$ cat src/sv/obpc_pkg.sv
// Shared types, widths and codes for the oriented box point classifier.
package obpc_pkg;

    localparam int COORD_W = 32;
    localparam int DIFF_W  = 33;
    localparam int TRIG_W  = 18;
    localparam int ISC_W   = 24;
    localparam int PROD_W  = DIFF_W + TRIG_W;   // 51
    localparam int ROT_W   = PROD_W + 1 - 16;   // 36
    localparam int OBJ_W   = ROT_W + ISC_W + 1; // 61
    localparam int DIST_W  = OBJ_W + 1;         // 62

    localparam int CFG_ADDR_W = 3;
    localparam int CFG_DATA_W = 32;

    localparam logic [CFG_ADDR_W-1:0] REG_CENTER_X    = 3'd0;
    localparam logic [CFG_ADDR_W-1:0] REG_CENTER_Y    = 3'd1;
    localparam logic [CFG_ADDR_W-1:0] REG_CENTER_Z    = 3'd2;
    localparam logic [CFG_ADDR_W-1:0] REG_COS_ROT     = 3'd3;
    localparam logic [CFG_ADDR_W-1:0] REG_SIN_ROT     = 3'd4;
    localparam logic [CFG_ADDR_W-1:0] REG_INV_SCALE_X = 3'd5;
    localparam logic [CFG_ADDR_W-1:0] REG_INV_SCALE_Y = 3'd6;
    localparam logic [CFG_ADDR_W-1:0] REG_INV_SCALE_Z = 3'd7;

    localparam logic [2:0] FACE_TOP    = 3'd0;
    localparam logic [2:0] FACE_BOTTOM = 3'd1;
    localparam logic [2:0] FACE_FRONT  = 3'd2;
    localparam logic [2:0] FACE_BACK   = 3'd3;
    localparam logic [2:0] FACE_RIGHT  = 3'd4;
    localparam logic [2:0] FACE_LEFT   = 3'd5;

    localparam logic signed [TRIG_W-1:0] ONE_Q16     = 18'sd65536;
    localparam logic signed [TRIG_W-1:0] NEG_ONE_Q16 = -18'sd65536;
    localparam logic signed [DIST_W-1:0] HALF_Q32    = 62'sd2147483648;

    typedef struct packed {
        logic signed [COORD_W-1:0] center_x;
        logic signed [COORD_W-1:0] center_y;
        logic signed [COORD_W-1:0] center_z;
        logic signed [TRIG_W-1:0]  cos_rot;
        logic signed [TRIG_W-1:0]  sin_rot;
        logic [ISC_W-1:0]          inv_scale_x;
        logic [ISC_W-1:0]          inv_scale_y;
        logic [ISC_W-1:0]          inv_scale_z;
    } cfg_t;

    typedef struct packed {
        logic [DIST_W-1:0] gap;
        logic [2:0]        face;
    } cand_t;

endpackage

$ cat src/sv/obpc_face.sv
// Three-stage inside test, nearest face search and normal selection.
module obpc_face (
    input  logic                                 clk,
    input  logic [2:0]                           load,
    input  obpc_pkg::cfg_t                       cfg,
    input  logic signed [obpc_pkg::OBJ_W-1:0]    ox,
    input  logic signed [obpc_pkg::OBJ_W-1:0]    oy,
    input  logic signed [obpc_pkg::OBJ_W-1:0]    oz,
    output logic                                 inside_res,
    output logic [2:0]                           face,
    output logic signed [obpc_pkg::TRIG_W-1:0]   normal_x,
    output logic signed [obpc_pkg::TRIG_W-1:0]   normal_y,
    output logic signed [obpc_pkg::TRIG_W-1:0]   normal_z
);
    import obpc_pkg::*;

    logic [DIST_W-1:0] dist_reg [6];
    logic              in_s5_reg, in_s6_reg, inside_reg;
    cand_t             pair_reg [3];
    logic [2:0]        face_reg;
    logic signed [TRIG_W-1:0] nx_reg, ny_reg, nz_reg;

    logic signed [DIST_W-1:0] o_ext [3];
    logic [DIST_W-1:0]        dist_next [6];
    logic                     in_next;
    cand_t                    pair_next [3];
    cand_t                    best;
    logic signed [TRIG_W-1:0] nx_next, ny_next, nz_next;

    function automatic logic [DIST_W-1:0] absd(input logic signed [DIST_W-1:0] v);
        absd = v[DIST_W-1] ? DIST_W'(-v) : DIST_W'(v);
    endfunction

    // Axis order in o_ext is y, z, x so that faces come out in their code order.
    assign o_ext[0] = DIST_W'(oy);
    assign o_ext[1] = DIST_W'(oz);
    assign o_ext[2] = DIST_W'(ox);

    always_comb
    begin
        in_next = 1'b1;
        for (int a = 0; a < 3; a++)
        begin
            dist_next[2*a]   = absd(HALF_Q32 - o_ext[a]);
            dist_next[2*a+1] = absd(o_ext[a] + HALF_Q32);
            if (o_ext[a] > HALF_Q32 || o_ext[a] < -HALF_Q32)
                in_next = 1'b0;
        end
    end

    // A later face wins only when strictly closer.
    always_comb
    begin
        for (int p = 0; p < 3; p++)
        begin
            if (dist_reg[2*p+1] < dist_reg[2*p])
                pair_next[p] = '{gap: dist_reg[2*p+1], face: 3'(2*p+1)};
            else
                pair_next[p] = '{gap: dist_reg[2*p], face: 3'(2*p)};
        end
    end

    always_comb
    begin
        best = pair_reg[0];
        if (pair_reg[1].gap < best.gap)
            best = pair_reg[1];
        if (pair_reg[2].gap < best.gap)
            best = pair_reg[2];

        nx_next = '0;
        ny_next = '0;
        nz_next = '0;
        unique case (best.face)
            FACE_TOP:
            begin
                nx_next = -cfg.sin_rot;
                ny_next = cfg.cos_rot;
            end
            FACE_BOTTOM:
            begin
                nx_next = cfg.sin_rot;
                ny_next = -cfg.cos_rot;
            end
            FACE_FRONT:  nz_next = ONE_Q16;
            FACE_BACK:   nz_next = NEG_ONE_Q16;
            FACE_RIGHT:
            begin
                nx_next = cfg.cos_rot;
                ny_next = cfg.sin_rot;
            end
            default:
            begin
                nx_next = -cfg.cos_rot;
                ny_next = -cfg.sin_rot;
            end
        endcase
    end

    always_ff @(posedge clk)
    begin
        if (load[0])
        begin
            dist_reg  <= dist_next;
            in_s5_reg <= in_next;
        end
        if (load[1])
        begin
            pair_reg  <= pair_next;
            in_s6_reg <= in_s5_reg;
        end
        if (load[2])
        begin
            inside_reg <= in_s6_reg;
            face_reg   <= best.face;
            nx_reg     <= nx_next;
            ny_reg     <= ny_next;
            nz_reg     <= nz_next;
        end
    end

    assign inside_res = inside_reg;
    assign face       = face_reg;
    assign normal_x   = nx_reg;
    assign normal_y   = ny_reg;
    assign normal_z   = nz_reg;

endmodule
$ cat config.mk
export PLATFORM = sky130hd
export DESIGN_NAME = obpc_face
export DESIGN_NICKNAME = d
export VERILOG_FILES = /design/src/sv/obpc_pkg.sv /design/src/sv/obpc_face.sv
export SDC_FILE = /design/constraint.sdc
export NUM_CORES = 2
export LEC_CHECK = 0
export BUFFER_PORTS_ARGS = -buffer_cell sky130_fd_sc_hd__buf_4
export CORE_ASPECT_RATIO = 1.2
export CORE_MARGIN = 10
export CORE_UTILIZATION = 60
export CTS_BUF_LIST = sky130_fd_sc_hd__clkbuf_4
export DETAILED_ROUTE_END_ITERATION = 6
export PLACE_DENSITY_LB_ADDON = 0.15
export SLEW_MARGIN = 30
export SYNTH_ARGS = -nofsm -noshare
export SYNTH_HDL_FRONTEND = slang
export SYNTH_SLANG_ARGS = --single-unit
$ cat constraint.sdc
create_clock -name clk -period 7.4 [get_ports clk]
set_clock_uncertainty 0.05 [all_clocks]
set_input_delay 1.48 -clock clk [delete_from_list [all_inputs] [get_ports clk]]
set_output_delay 1.48 -clock clk [all_outputs]
set_load 0.03 [all_outputs]
### After elaboration in Yosys (flattened, before gate mapping)

Cells that the tools add are included.

| operators by class | value |
|---|---|
| add/sub/neg operators | 14 |
| order comparisons | 11 |
| eq/ne operators | 4 |
| muxes and demuxes | 15 |
| reduce and logical (&&, ||, !) cells | 6 |

Operator list:

| operator | number |
|---|---|
| 62-bit negation | 6 |
| 61-bit 2-to-1 mux | 6 |
| 62-bit less-than comparator | 5 |
| 65-bit 2-to-1 mux | 4 |
| 61-bit by 33-bit adder with 62-bit output, second input constant | 3 |
| 33-bit by 61-bit subtractor with 62-bit output, first input constant | 3 |
| 61-bit by 33-bit greater-than comparator with 1-bit output, second input constant | 3 |
| 61-bit by 32-bit less-than comparator with 1-bit output, second input constant | 3 |
| 18-bit one-hot mux with 4 select lines | 2 |
| 18-bit negation | 2 |
| 18-bit one-hot mux with 2 select lines | 1 |
| 3-bit by 2-bit == test with 1-bit output, second input constant | 2 |
| 2-bit OR reduction | 2 |
| 3-bit by 1-bit == test with 1-bit output, second input constant | 1 |
| 3-bit == test, second input constant | 1 |
| 3-bit logical NOT | 1 |
| 1-bit logical OR | 3 |
| 3-bit 2-to-1 mux | 1 |
| 1-bit 2-to-1 mux | 1 |

| word-level totals | value |
|---|---|
| flip-flop bits (word level) | 627 |
| input bits | 391 |
| word-level logic and storage cells | 75 |

### Logic depth before layout (Yosys ltp)

| logic depth | value |
|---|---|
| depth in word-level cells | 7 |
| mapped depth | 25 |

### Worst setup path after synthesis

Ideal clock, no wire load.

| timing | value |
|---|---|
| kind | register -> register |
| from | register pair_reg[71] (netlist bit) |
| to | register face_reg[0] (netlist: face[0]) (data pin) |
| arrival | 5.254 ns |
| data required time | 7.090 ns |
| setup slack | 1.836 ns |
| cell stages (with the launch flop) | 23 |
| path buffers | 3 |
| clock period less this slack | 5.564 ns |
| cell sequence | edfxtp_1 -> ha_1 -> a21o_1 -> a21oi_1 -> o21ai_0 -> a21oi_1 -> o21ai_0 -> a2111oi_0 -> o21ai_0 -> inv_2 -> clkbuf_1 -> clkbuf_1 -> a21oi_1 -> ha_1 -> nand4_1 -> nor3_1 -> nand4_1 -> nor4_1 -> and3_1 -> o311ai_0 -> o31ai_1 -> clkbuf_1 -> mux2_2 |

RTL lines:

| element | line | RTL |
|---|---|---|
| start, declared | obpc_face.sv:19 | `cand_t pair_reg [3];` |
| start signal, assigned | obpc_face.sv:109 | `pair_reg <= pair_next;` |
| end signal, assigned | obpc_face.sv:115 | `face_reg <= best.face;` |
| end, declared | obpc_face.sv:20 | `logic [2:0] face_reg;` |

### Worst setup path in the final report

| timing | value |
|---|---|
| from | register pair_reg[127] (netlist bit) |
| to | register nx_reg[1] (netlist: normal_x[1]) (data pin) |

| on the way | value |
|---|---|
| word-level cells in the longest chain between the ends | 7 |

Ends and longest elaborated chain:

| element | line | RTL |
|---|---|---|
| 62-bit less-than comparator | obpc_face.sv:66 | `if (pair_reg[1].gap < best.gap)` |
| 65-bit 2-to-1 mux * | obpc_face.sv:66 |  |
| 62-bit less-than comparator | obpc_face.sv:68 | `if (pair_reg[2].gap < best.gap)` |
| 3-bit 2-to-1 mux * | obpc_face.sv:68 |  |
| 3-bit by 2-bit == test with 1-bit output | obpc_face.sv:74 | `unique case (best.face)` |
| 2-bit OR reduction (no line) | n/a |  |
| 18-bit one-hot mux with 4 select lines * | obpc_face.sv:74 |  |
| named net nx_next[1] | obpc_face.sv:28 | `logic signed [TRIG_W-1:0] nx_next, ny_next, nz_next;` |
| end signal, assigned | obpc_face.sv:116 | `nx_reg <= nx_next;` |
| end, declared | obpc_face.sv:21 | `logic signed [TRIG_W-1:0] nx_reg, ny_reg, nz_reg;` |

Mark *: on every way through the listed nets, which the timed path passes. The rest lies on a longest branch.
A chain may end at the register's enable or synchronous reset.

==> impl_metrics.json <==
{
  "cts_resized": 0,
  "dr.pass1.iters": 6,
  "ant_nets": 0,
  "postCtsSetupBuffers": 0,
  "cts_buffers": 150,
  "dp.cells": 5828,
  "viasPerCell": 6.06,
  "ys_ff_latch": 601,
  "worstSetupEndpointType": "register",
  "synth_commonest_cells": "edfxtp_1, xnor2_1, nand2_1",
  "clock_path_buffers": 3,
  "cp-start-kind": "register",
  "fin_hold_ws_ns": 0.371,
  "netlist.area_leader.share_pct": 39.2,
  "final-hold-violation-count": 0,
  "syn2layout_area_growth_pct": 9.77,
  "fill_cells": 6241,
  "power.leakage_nw": 20.0,
  "yosys_warnings": 0,
  "crit_required_ns": 8.17,
  "synthArstFlopShare_pct": 0,
  "die_w_um": 273,
  "synth_ff_type": "edfxtp_1",
  "ys_top_cells_by_area": "edfxtp_1, ha_1, xnor2_1, mux2_2, xor2_1",
  "rsz0062_at_grt": "no",
  "max_slew.worst_pin.slew_ns": 1.08,
  "synth_fa_ha_area_share_pct": 8.67,
  "place_congestion": 0.972,
  "synth_xor_area_share_pct": 12.2,
  "final_cells": 6106,
  "period_needed_ns": 6.52,
  "min_path_type": "register to register",
  "grt_pass1_wl_mm": 192,
  "fin_tns_setup_ns": 0,
  "synth_most_common_cell": "edfxtp_1",
  "cts_tree": "yes",
  "yosysTopAreaCell": "edfxtp_1",
  "largest_reg_flops": 369,
  "synth-seq-area-share_pct": 39.2,
  "vias": 37000,
  "clock_sinks": 601,
  "io_buffers": 264,
  "grt_overflow": 0,
  "ys_types": 106,
  "rows": 111,
  "antenna_found_initial": 4,
  "synth_top_family_by_area": "simple AND/OR/NAND/NOR gates",
  "synthCells": 4767,
  "die_h_um": 323,
  "synth-simple-area-share_pct": 16.8,
  "cts.reportedPaths.clkPinSlew_ns": 0.07,
  "cts.htree.levels": 4,
  "hold_buffers": 0,
  "peakVddDrop_mv": 0.120,
  "power.density_nw_per_um2": 205,
  "ctsRootBufferMaster": "clkbuf_4",
  "start_util_pct": 60.4,
  "synth_edf_count": 601,
  "setup_viol": 0,
  "period_share_pct": 88.1,
  "slew_violations": 0,
  "layout-drive-gt1-share_pct": 16.1,
  "synth-compound-area-share_pct": 12.1,
  "core-area_um2": 76200,
  "dpl.hpwl_mm": 96.4,
  "grt_max_degree": 178,
  "cp.arrival_ns": 7.29,
  "status": "finished clean",
  "synth.mux.area_fraction_pct": 5.85,
  "clock_latency_ns": 1.01,
  "critical_path.max_fanout": 123,
  "drc": 0,
  "fmax_mhz": 153,
  "synth_area_per_cell_um2": 9.66,
  "cap_violations": 0,
  "final_nets": 5673,
  "wl_per_cell_um": 20.4,
  "num_io_pins": 449,
  "totalWireLength_mm": 125,
  "drt_iter0_drc": 3011,
  "die_area_um2": 88300,
  "grt_pass1_vias": 35600,
  "path_class": "register to register",
  "grt_use_total_pct": 27.6,
  "synthesis.area_um2": 46000,
  "relSlewSlack_pct": 27.7
}
per-stage QoR:
stage / power [mW] / worst slack, ns / utilization (%) / cell area [µm²]
floorplan: 6.52 / 1.84 / - / 46100
global placement: 7.49 / 1.12 / 63.7 / 48500
detailed placement: 7.57 / 1.02 / 63.7 / 48600
CTS: 10.4 / 1.02 / 66.2 / 50500
global route: 11.0 / 0.548 / 66.3 / 50500
finish: 10.4 / 0.880 / 66.3 / 50500
worst max-delay path: stages (launching register included):
cell      delay [ns]
edfxtp_1        0.43
ha_1            0.34
nand4_1         0.18
nor4_1          0.68
nand3_1         0.21
nor3_1          0.27
o21ai_0         0.15
o21ai_2         0.19
clkinv_2        0.10
buf_12          0.22
nor2_1          0.16
a21oi_1         0.06
ha_1            0.33
nand4_1         0.17
nor3_1          0.30
nand4_1         0.18
nor4_1          0.45
and3_1          0.27
o311ai_0        0.27
o31ai_4         0.63
buf_4           0.36
mux2i_1         0.26
cell usage in the layout (no fill, tap or decap), drive strengths merged, types with 76 or more instances in the layout:
| cell type | count |
|---|---|
| nor4 | 76 |
| or3 | 80 |
| nor3 | 149 |
| xnor2 | 439 |
| edfxtp | 601 |
| xor2 | 202 |
| a21o | 131 |
| clkbuf | 204 |
| o21ai | 174 |
| mux2 | 193 |
| nand4 | 102 |
| ha | 319 |
| nand3 | 115 |
| inv | 301 |
| buf | 304 |
| nor2 | 341 |
| nand2 | 357 |
| a21oi | 247 |
power breakdown:
part | switching (mW) | internal [mW]
Combinational | 1.78 | 1.24
Sequential | 0.213 | 4.31
Clock | 1.40 | 1.44
layer usage:
metal,part of all wire (%),vias up,GRT usage (%)
met4,4.7,0,13.7
met3,6.0,315,4.61
met2,50,1254,48.4
met5,0,-,0
li1,-,17800,-
met1,39,17600,32.3
kinds of logic after synthesis:
family	after synthesis
other	1
adder cells (fa/ha/maj)	319
AO/OA/AOI/OAI	864
AND/OR/NAND/NOR	1514
buffers and inverters	582
multiplexers	245
flip-flops	601
XOR/XNOR	641
final cells by class:
type	count	area, µm²	share of cell area [%]
well taps	1017	1270	2.52
inverters	301	1130	2.24
clock inverters	69	420	0.832
clock buffers	204	1530	3.03
repair buffers	304	2340	4.63
multi-input cells	3605	25800	51.0
flip-flops and latches	601	18000	35.7
diodes	5	12.5	0.0248
final timing paths:
check	from	to	slack, ns	cells after the start
max reg2reg	pair_reg[127]$_DFFE_PP_	normal_x[1]$_DFFE_PP_	0.88	21
min reg2reg	dist_reg[310]$_DFFE_PP_	pair_reg[133]$_DFFE_PP_	0.37	0
min	dist_reg[310]$_DFFE_PP_	pair_reg[133]$_DFFE_PP_	0.37	0
max	pair_reg[127]$_DFFE_PP_	normal_x[1]$_DFFE_PP_	0.88	21
Note: power is estimated with default switching activity, not from simulation.
